`src/hw/rtl/fdse_pkg.sv`:
```
// ----------------------------------------------------------------------------
// fdse_pkg
// Shared types, character codes and glyph shapes of the segment display
// encoder.
// ----------------------------------------------------------------------------
`default_nettype none

package fdse_pkg;

  localparam int unsigned NumPositionsDefault = 4;
  localparam int unsigned OutFields           = 4;
  localparam int unsigned SegW                = 11;
  localparam int unsigned ShapeW              = 10;
  localparam int unsigned NumW                = 16;
  localparam int unsigned InDataW             = 40;
  localparam int unsigned OutDataW            = 48;

  typedef enum logic {
    CmdShowNumber = 1'b0,
    CmdSetDigit   = 1'b1
  } cmd_e;

  localparam logic [7:0] DigitMax   = 8'd9;
  localparam logic [7:0] CharSpace  = 8'd32;
  localparam logic [7:0] CharZero   = 8'd48;
  localparam logic [7:0] CharNine   = 8'd57;
  localparam logic [7:0] CharUpperC = 8'd67;
  localparam logic [7:0] CharDegree = 8'd176;

  localparam logic [ShapeW-1:0] ShapeBlank  = 10'h000;
  localparam logic [ShapeW-1:0] ShapeDegree = 10'h0E3;
  localparam logic [ShapeW-1:0] ShapeUpperC = 10'h039;

  typedef struct packed {
    logic              known;
    logic [ShapeW-1:0] shape;
  } glyph_t;

  typedef struct packed {
    cmd_e            cmd;
    logic [NumW-1:0] number;
    logic [7:0]      places;
    logic [1:0]      position;
    logic [7:0]      code;
  } fdse_req_t;

  typedef struct packed {
    cmd_e       cmd;
    logic [7:0] places;
    logic [1:0] position;
    logic [7:0] code;
  } fdse_ctrl_t;

  function automatic logic [ShapeW-1:0] digit_shape(logic [3:0] digit);
    logic [ShapeW-1:0] shape;
    case (digit)
      4'd0:    shape = 10'h03F;
      4'd1:    shape = 10'h006;
      4'd2:    shape = 10'h0DB;
      4'd3:    shape = 10'h0CF;
      4'd4:    shape = 10'h0E6;
      4'd5:    shape = 10'h0ED;
      4'd6:    shape = 10'h0FD;
      4'd7:    shape = 10'h007;
      4'd8:    shape = 10'h0FF;
      4'd9:    shape = 10'h0EF;
      default: shape = ShapeBlank;
    endcase
    return shape;
  endfunction

  function automatic glyph_t glyph_of(logic [7:0] code);
    glyph_t     g;
    logic [7:0] ascii_digit;
    ascii_digit = code - CharZero;
    g.known     = 1'b1;
    if (code <= DigitMax) begin
      g.shape = digit_shape(code[3:0]);
    end else if (code >= CharZero && code <= CharNine) begin
      g.shape = digit_shape(ascii_digit[3:0]);
    end else if (code == CharSpace) begin
      g.shape = ShapeBlank;
    end else if (code == CharDegree) begin
      g.shape = ShapeDegree;
    end else if (code == CharUpperC) begin
      g.shape = ShapeUpperC;
    end else begin
      g.known = 1'b0;
      g.shape = ShapeBlank;
    end
    return g;
  endfunction

  // floor(n / 10**k) by reciprocal multiply, exact over the whole 16-bit range
  function automatic logic [NumW-1:0] div_pow10(logic [NumW-1:0] n, int unsigned k);
    logic [32:0] prod;
    logic [32:0] shifted;
    prod    = '0;
    shifted = '0;
    case (k)
      0: begin
        shifted = {17'd0, n};
      end
      1: begin
        prod    = {17'd0, n} * 33'd52429;
        shifted = prod >> 19;
      end
      2: begin
        prod    = {17'd0, n} * 33'd83887;
        shifted = prod >> 23;
      end
      3: begin
        prod    = {17'd0, n} * 33'd67109;
        shifted = prod >> 26;
      end
      4: begin
        prod    = {17'd0, n} * 33'd107375;
        shifted = prod >> 30;
      end
      default: begin
        shifted = '0;
      end
    endcase
    return shifted[NumW-1:0];
  endfunction

endpackage

`default_nettype wire

```
`src/hw/rtl/fdse_divide.sv`:
```
// ----------------------------------------------------------------------------
// fdse_divide
// Input register and decimal quotient stage: splits the number into its
// powers-of-ten quotients, one constant multiply per quotient after the first.
// ----------------------------------------------------------------------------
`default_nettype none

module fdse_divide #(
  parameter int unsigned NumPositions = fdse_pkg::NumPositionsDefault
) (
  input  wire logic                  clk_i,
  input  wire logic                  rst_ni,
  input  wire logic                  in_valid_i,
  output logic                       in_ready_o,
  input  wire fdse_pkg::fdse_req_t   in_req_i,
  output logic                       out_valid_o,
  input  wire logic                  out_ready_i,
  output fdse_pkg::fdse_ctrl_t       out_ctrl_o,
  output logic [fdse_pkg::NumW-1:0]  out_quot_o [NumPositions+1]
);
  import fdse_pkg::*;

  logic            req_valid_q;
  fdse_req_t       req_q;
  logic            quot_valid_q;
  fdse_ctrl_t      ctrl_q;
  logic [NumW-1:0] quot_q [NumPositions+1];
  logic [NumW-1:0] quot_d [NumPositions+1];
  logic            req_adv;
  logic            quot_adv;

  assign quot_adv   = !quot_valid_q || out_ready_i;
  assign req_adv    = !req_valid_q || quot_adv;
  assign in_ready_o = req_adv;

  always_comb begin
    for (int unsigned k = 0; k <= NumPositions; k++) begin
      quot_d[k] = div_pow10(req_q.number, k);
    end
  end

  always_ff @(posedge clk_i or negedge rst_ni) begin
    if (!rst_ni) begin
      req_valid_q  <= 1'b0;
      quot_valid_q <= 1'b0;
    end else begin
      if (req_adv) begin
        req_valid_q <= in_valid_i;
      end
      if (quot_adv) begin
        quot_valid_q <= req_valid_q;
      end
    end
  end

  always_ff @(posedge clk_i) begin
    if (req_adv && in_valid_i) begin
      req_q <= in_req_i;
    end
    if (quot_adv && req_valid_q) begin
      ctrl_q.cmd      <= req_q.cmd;
      ctrl_q.places   <= req_q.places;
      ctrl_q.position <= req_q.position;
      ctrl_q.code     <= req_q.code;
      quot_q          <= quot_d;
    end
  end

  assign out_valid_o = quot_valid_q;
  assign out_ctrl_o  = ctrl_q;
  assign out_quot_o  = quot_q;

endmodule

`default_nettype wire

```
`src/hw/rtl/four_digit_segment_display_encoder_core.sv`:
```
// ----------------------------------------------------------------------------
// four_digit_segment_display_encoder_core
// Segment image store for a multi-digit display, updated by show-number and
// set-digit requests.
// ----------------------------------------------------------------------------
// One request is taken per clock cycle while results are taken at the output.
// Its result is offered once it has passed an input register, a register of
// decimal quotients (one constant multiply per digit) and the segment store
// itself, which also serves as the result register. The store holds while a
// result waits, and input is still taken until the two upper stages are full.
// Each result is the full image of positions 0 to 3 after the request; fields
// of positions that do not exist read zero. The store clears to zero at reset,
// with no clearing pass.
// ----------------------------------------------------------------------------
`default_nettype none

module four_digit_segment_display_encoder_core #(
  parameter int unsigned NumPositions = fdse_pkg::NumPositionsDefault
) (
  input  wire logic                           clk_i,
  input  wire logic                           rst_ni,
  input  wire logic                           s_axis_tvalid,
  output logic                                s_axis_tready,
  // [15:0] number, [23:16] decimal_places, [25:24] position, [33:26] char_code
  input  wire logic [fdse_pkg::InDataW-1:0]   s_axis_tdata,
  // [0] cmd
  input  wire logic [0:0]                     s_axis_tuser,
  output logic                                m_axis_tvalid,
  input  wire logic                           m_axis_tready,
  // [10:0] segments_pos0, [21:11] segments_pos1, [32:22] segments_pos2,
  // [43:33] segments_pos3
  output logic [fdse_pkg::OutDataW-1:0]       m_axis_tdata
);
  import fdse_pkg::*;

  fdse_req_t                  in_req;
  logic                       quot_valid;
  logic                       quot_ready;
  fdse_ctrl_t                 ctrl;
  logic [NumW-1:0]            quot [NumPositions+1];
  logic [NumW-1:0]            tens [NumPositions];
  logic [NumW-1:0]            diff [NumPositions];
  logic [3:0]                 digit [NumPositions];
  logic [SegW-1:0]            store_q [NumPositions];
  logic [SegW-1:0]            store_d [NumPositions];
  logic [NumPositions*SegW-1:0] store_flat;
  logic [NumPositions-1:0]    points;
  logic                       tx_any;
  glyph_t                     glyph;
  logic                       res_valid_q;
  logic                       res_valid_d;
  logic                       wr;

  assign in_req.cmd      = cmd_e'(s_axis_tuser[0]);
  assign in_req.number   = s_axis_tdata[15:0];
  assign in_req.places   = s_axis_tdata[23:16];
  assign in_req.position = s_axis_tdata[25:24];
  assign in_req.code     = s_axis_tdata[33:26];

  fdse_divide #(
    .NumPositions(NumPositions)
  ) u_divide (
    .clk_i      (clk_i),
    .rst_ni     (rst_ni),
    .in_valid_i (s_axis_tvalid),
    .in_ready_o (s_axis_tready),
    .in_req_i   (in_req),
    .out_valid_o(quot_valid),
    .out_ready_i(quot_ready),
    .out_ctrl_o (ctrl),
    .out_quot_o (quot)
  );

  assign quot_ready = !res_valid_q || m_axis_tready;
  assign wr         = quot_valid && quot_ready;
  assign glyph      = glyph_of(ctrl.code);

  always_comb begin
    for (int unsigned k = 0; k < NumPositions; k++) begin
      tens[k]  = (quot[k+1] << 3) + (quot[k+1] << 1);
      diff[k]  = quot[k] - tens[k];
      digit[k] = diff[k][3:0];
    end
  end

  always_comb begin
    for (int unsigned p = 0; p < NumPositions; p++) begin
      store_d[p] = store_q[p];
      if (ctrl.cmd == CmdShowNumber) begin
        if (p == NumPositions - 1 || quot[NumPositions-1-p] != '0) begin
          store_d[p] = {store_q[p][SegW-1], digit_shape(digit[NumPositions-1-p])};
        end else begin
          store_d[p] = {store_q[p][SegW-1], ShapeBlank};
        end
        if (32'(ctrl.places) < NumPositions) begin
          store_d[p][SegW-1] = (p == NumPositions - 1 - 32'(ctrl.places));
        end
      end else if (glyph.known && 32'(ctrl.position) == p) begin
        store_d[p] = {store_q[p][SegW-1], glyph.shape};
      end
    end
  end

  always_comb begin
    res_valid_d = res_valid_q;
    if (wr) begin
      res_valid_d = 1'b1;
    end else if (m_axis_tready) begin
      res_valid_d = 1'b0;
    end
  end

  always_ff @(posedge clk_i or negedge rst_ni) begin
    if (!rst_ni) begin
      res_valid_q <= 1'b0;
      for (int unsigned p = 0; p < NumPositions; p++) begin
        store_q[p] <= '0;
      end
    end else begin
      res_valid_q <= res_valid_d;
      if (wr) begin
        store_q <= store_d;
      end
    end
  end

  always_comb begin
    tx_any = 1'b0;
    for (int unsigned p = 0; p < NumPositions; p++) begin
      store_flat[p*SegW +: SegW] = store_q[p];
      points[p]                  = store_q[p][SegW-1];
      tx_any                     = tx_any | (|store_q[p][9:8]);
    end
  end

  assign m_axis_tvalid = res_valid_q;

  for (genvar i = 0; i < OutFields; i++) begin : g_out
    if (i < NumPositions) begin : g_pos
      assign m_axis_tdata[i*SegW +: SegW] = store_q[i];
    end else begin : g_none
      assign m_axis_tdata[i*SegW +: SegW] = '0;
    end
  end
  assign m_axis_tdata[OutDataW-1:OutFields*SegW] = '0;

  a_ready_when_empty : assert property (@(posedge clk_i) disable iff (!rst_ni)
    !m_axis_tvalid |-> s_axis_tready)
    else $error("input stalled with an empty result stage");

  a_store_holds : assert property (@(posedge clk_i) disable iff (!rst_ni)
    !wr |=> $stable(store_flat))
    else $error("segment store changed without a write");

  a_tx_clear : assert property (@(posedge clk_i) disable iff (!rst_ni)
    wr |=> !tx_any)
    else $error("T or X segment set after an update");

  a_single_point : assert property (@(posedge clk_i) disable iff (!rst_ni)
    wr && ctrl.cmd == CmdShowNumber && 32'(ctrl.places) < NumPositions
    |=> $countones(points) == 1)
    else $error("decimal point not unique after show-number");

  a_rightmost_lit : assert property (@(posedge clk_i) disable iff (!rst_ni)
    wr && ctrl.cmd == CmdShowNumber |=> store_q[NumPositions-1][5:0] != '0)
    else $error("rightmost position blank after show-number");

endmodule

`default_nettype wire

```
`config.mk`:
```
export PLATFORM = sky130hd
export DESIGN_NAME = four_digit_segment_display_encoder_core
export DESIGN_NICKNAME = d
export VERILOG_FILES = /design/src/hw/rtl/fdse_pkg.sv /design/src/hw/rtl/fdse_divide.sv /design/src/hw/rtl/four_digit_segment_display_encoder_core.sv
export SDC_FILE = /design/constraint.sdc
export NUM_CORES = 1
export LEC_CHECK = 0
export BUFFER_PORTS_ARGS = -buffer_cell sky130_fd_sc_hd__buf_2
export CAP_MARGIN = 20
export CORE_ASPECT_RATIO = 1.75
export CORE_UTILIZATION = 30
export DETAILED_ROUTE_END_ITERATION = 8
export PLACE_DENSITY = 0.48
export RECOVER_POWER = 100
export SLEW_MARGIN = 20
export SYNTH_ARGS = -nofsm -noshare
export SYNTH_HDL_FRONTEND = slang
export SYNTH_HIERARCHICAL = 1
export SYNTH_SLANG_ARGS = --single-unit
```
`constraint.sdc`:
```
create_clock -name clk_i -period 6.8 [get_ports clk_i]
set_input_delay 0.68 -clock clk_i [delete_from_list [all_inputs] [get_ports clk_i]]
set_output_delay 0.68 -clock clk_i [all_outputs]
set_load 0.01 [all_outputs]
```
==> results.toml, run 1 <==
[outcome]
status = "complete, but fails checks"
failed_checks = "DRC, capacitance limit, slew limit"

[routing]
drt-initial-drc-count = 662
wl_per_cell_um = 20.2
dr.pass1.iters = 7
wirelength_um = 63900
vias = 15100
via_per_inst = 4.77
ant_nets = 0
drc = 13

[place]
postPlaceCellArea_um2 = 24100
post-place-ws_ns = 0.153
place_congestion = 0.888
port_buffers = 76
dp_hpwl_um = 57200

[floorplanning]
start_util = 0.305
io_pins = 95
rows = 130
core-area_um2 = 72100
die_h_um = 360
die-width_um = 206
dieArea_um2 = 74300

[critical_path]
reg2reg_slack_ns = 0.37
startpoint = "u_divide/quot_d[75]"
cp.arrival_ns = 6.70
path_class = "reg -> reg"
path_max_fanout = 5
required_ns = 7.08
crit_path_end_kind = "flop"
reg2reg_from = "u_divide/quot_d[75]"
startpoint_type = "flop"

[clocking]
cts-root-buf = "clkbuf_16"
cts_made_buffers = 17
hold_buffers = 0
ctsResizeCount = 0
cts_buffer_depth = 2
cts_tree = "built"
post_cts_buffers = 0
clk_latency_ns = 0.47
clkTransAtPathRegs_ns = 0.08
numClockSinks = 126
htree_levels = 4

[sta]
rsz0062_at_grt = "no"
fmax_mhz = 156
fin_crit_sh = 0.945
fin_tns_setup_ns = 0
fin_crit_ns = 6.43
setup_ws_ns = 0.373
fin_skew_ns = 0.0206
setup_viol = 0
worst_slew_pin_slew_ns = 3.30
finalMaxSlewViolations = 129
hold_viol_final = 0
slew_headroom = -1.20

[global_routing]
grt_pass1_vias = 16600
grt_overflow_total = 0
grt_max_degree = 57
antenna_found_initial = 0
grt_pass1_wl_um = 97200
grt_util_all_layers = 0.180

[power_and_ir_drop]
cellPowerDensity_nw_per_um2 = 526
leakagePower_nw = 12.6
peakVddDrop_mv = 0.206

[worst_hold_path]
min_path_type = "in -> reg"
hp-start = "s_axis_tdata[9]"

[finish]
layout_common_cells = "inv_1 (501), ha_1 (489), fa_1 (309)"
n_antenna_cell = 0
fin_area_um2 = 24600
nets = 3075
fillers = 7342
post-route-util = 0.342
area_growth_pct = 12.2
final_common_cell = "inv_1"
drive_above_1_share = 0.0837

[synthesis]
ys_warn_count = 6
avgSynthCellArea_um2 = 10.7
syn_area_um2 = 21900
synth_cells = 2050

[run]
max_cap_violations = 3
[cell type report]
type	count	area, µm²	area share
multi-input combinational	1406	16200	0.659
sequential	126	3610	0.146
inverter	501	1880	0.0763
tap	924	1160	0.0469
timing repair buffer	180	1120	0.0453
clock buffer	18	439	0.0178
clock inverter	14	195	0.00792
[state kept, by name, indices dropped and copies added (netlist names)]
register              cells
u_divide/out_quot_o      37
m_axis_tdata             32
u_divide/out_ctrl_o      19
u_divide/req_q           19
u_divide/quot_d          16
m_axis_tvalid             1
u_divide/out_valid_o      1
u_divide/req_valid_q      1
[metal layers]
metal	vias up	wire length, µm	track usage	share of wire
li1	7132	-	-	-
met1	7534	20700	0.163	0.32
met2	295	36500	0.356	0.57
met3	148	1270	0.0141	0.020
met4	0	5450	0.137	0.085
met5	-	0	0	0
[metrics by stage]
stage / instances / hold slack, ns / power (W)
floorplan: 2078 / 0.384 / 0.00883
global placement: 3137 / 0.405 / 0.0121
detailed placement: 3137 / 0.405 / 0.0122
CTS: 3169 / 0.322 / 0.0134
global route: 3169 / 0.370 / 0.0148
finish: 3169 / 0.381 / 0.0130
[critical path: stages, from the launching register on]
cell      delay, ns
edfxtp_1       0.53
clkbuf_1       0.25
ha_1           0.51
inv_1          0.28
fa_1           0.58
inv_1          0.06
fa_1           0.48
inv_1          0.05
fa_1           0.48
inv_1          0.05
fa_1           0.38
fa_1           0.47
ha_1           0.31
and3_1         0.18
and4_1         0.24
inv_1          0.07
nor4_1         0.28
buf_4          0.16
o31ai_1        0.07
clkbuf_4       0.15
a21oi_1        0.29
nor4_1         0.09
a311oi_1       0.26
[power by group]
| group | internal, W | total, W | switching (W) |
|---|---|---|---|
| sequential | 0.00119 | 0.00135 | 0.000155 |
| combinational | 0.00457 | 0.0106 | 0.00604 |
| clock | 0.000602 | 0.00101 | 0.000412 |
[final timing paths]
path / depth (start not counted) / to
max: 22 / u_divide/out_quot_o[41]
min: 1 / u_divide/quot_d[73]
max reg2reg: 22 / u_divide/out_quot_o[41]
min reg2reg: 0 / u_divide/out_ctrl_o[18]
max in group asynchronous: 1 / m_axis_tdata[35]
min in group asynchronous: 1 / m_axis_tdata[14]
Note: power is estimated with default switching activity, not from simulation.
==> run 2, diff against run 1 <==
PLACE_DENSITY = 0.56   (was 0.48)
==> results.toml, run 2 (synthesis results as in run 1) <==
[global_routing]
use_met3 = 0.0191
grt_max_degree = 57
grt_pass1_wl_um = 95300
grt_pass1_vias = 17100
grt_util_all_layers = 0.175
grt-busiest-layer = "met2"
antenna_found_initial = 0
grt_overflow_total = 0
use_met2 = 0.335
grt_util_met1 = 0.152

[place]
dp_hpwl_um = 55200
place_congestion = 0.938
port_buffers = 76
placed_cells = 3149

[critical_path]
cp.arrival_ns = 6.67
r2r_cells = 19
crit_path_end_kind = "flop"
path_class = "reg -> reg"
reg2reg_slack_ns = 0.31
startpoint_type = "flop"
path_max_fanout = 8
required_ns = 6.98
r2r_end = "u_divide/out_quot_o[60]"
reg2reg_from = "u_divide/quot_d[67]"

[routing]
wl_per_cell_um = 19.6
wirelength_um = 62300
drc = 20
vias = 15300
ant_nets = 0
via_per_inst = 4.82
dr.pass1.iters = 7
drt-initial-drc-count = 647

[clocking]
cts_tree = "built"
cts-root-buf = "clkbuf_16"
clkTransAtPathRegs_ns = 0.08
cts_buffer_depth = 2
cts_made_buffers = 17
numClockSinks = 126
htree_levels = 4
hold_buffers = 0
clk_latency_ns = 0.45

[floorplanning]
rows = 130
die-width_um = 206
core-area_um2 = 72100
dieArea_um2 = 74300
io_pins = 95
die_h_um = 360
start_util = 0.305

[sta]
hold_viol_final = 0
rsz0062_at_grt = "no"
slew_headroom = -1.22
fin_crit_sh = 0.955
setup_viol = 0
finalMaxSlewViolations = 129
fmax_mhz = 154
fin_skew_ns = 0.0213
fin_tns_setup_ns = 0
worst_slew_pin_slew_ns = 3.33
fin_crit_ns = 6.49

[finish]
post-route-util = 0.343
nets = 3087
fillers = 7253
fin_cells = 3181
n_antenna_cell = 0
largest_reg_flops = 37
area_growth_pct = 12.5
layout_common_cells = "inv_1 (501), ha_1 (489), fa_1 (309)"
drive_above_1_share = 0.0877
final_common_cell = "inv_1"

[worst_hold_path]
min_path_type = "in -> reg"
hp-start = "s_axis_tdata[1]"
min_path_cells = 1
hold_path_end = "u_divide/quot_d[65]"

[outcome]
status = "complete, but fails checks"
failed_checks = "DRC, capacitance limit, slew limit"

[run]
max_cap_violations = 3
-- run 2: cell types whose count changed in the layout (fill, tap and decap cells not counted), sizes merged --
cell,previous run,this run
clkbuf,68,67
buf,130,144
inv,510,506
clkinv,1,4
bufinv,3,1
clkinvlp,1,3
-- run 2: worst max-delay path: stages (launching register included) --
cell and delay [ns]:
edfxtp_1 0.51, clkbuf_1 0.17, buf_4 0.20, ha_1 0.53
fa_1 0.51, fa_1 0.56, inv_1 0.06, fa_1 0.51
fa_1 0.54, fa_1 0.56, inv_1 0.05, ha_1 0.34
a21oi_1 0.16, o21ai_0 0.13, o211ai_1 0.22, nand4_1 0.32
a32oi_1 0.41, a21oi_1 0.15, a21oi_1 0.19, xnor2_1 0.08
-- run 2: final cells by class --
type	count	area [µm²]	area share
tap	924	1160	0.0468
clock inverter	13	129	0.00522
multi-input combinational	1406	16300	0.658
clock buffer	19	464	0.0188
timing repair buffer	192	1200	0.0486
sequential	126	3610	0.146
inverter	501	1880	0.0762
-- run 2: worst max path at each step --
stage                                    from  slack (ns)                       to  cells after the start
after floorplan           u_divide/quot_d[78]        1.02   u_divide/out_quot_o[2]                     19
after global placement    u_divide/quot_d[74]        0.08   u_divide/out_quot_o[2]                     20
after detailed placement  u_divide/quot_d[67]        0.32  u_divide/out_quot_o[60]                     19
after CTS                 u_divide/quot_d[67]        0.28  u_divide/out_quot_o[60]                     19
after global routing      u_divide/quot_d[78]       0.002   u_divide/out_quot_o[2]                     20
final                     u_divide/quot_d[67]        0.31  u_divide/out_quot_o[60]                     19
-- run 2: what timing repair did --
item                       in CTS  in global routing
setup endpoints to repair       0                  2
gates resized for setup         0                  1
buffers inserted                0                  0
-- run 2: layer usage --
layer | part of all wire | vias up | routed length (µm)
met4 | 0.11 | 0 | 6880
met1 | 0.32 | 7589 | 19600
met2 | 0.55 | 388 | 34100
li1 | - | 7165 | -
met3 | 0.027 | 203 | 1660
met5 | 0 | - | 0
-- run 2: through the flow --
step | hold WS, ns | setup slack, ns | area, µm²
5_1_grt | 0.376 | 0.00250 | 24700
3_5_place_dp | 0.406 | 0.319 | 24200
6_report | 0.402 | 0.308 | 24700
2_1_floorplan | 0.384 | 1.02 | 22100
3_3_place_gp | 0.405 | 0.0783 | 24200
4_1_cts | 0.344 | 0.278 | 24800
Power of run 2 is not shown: default switching activity piles up to over one toggle a cycle in this logic, so the estimate is an artifact.
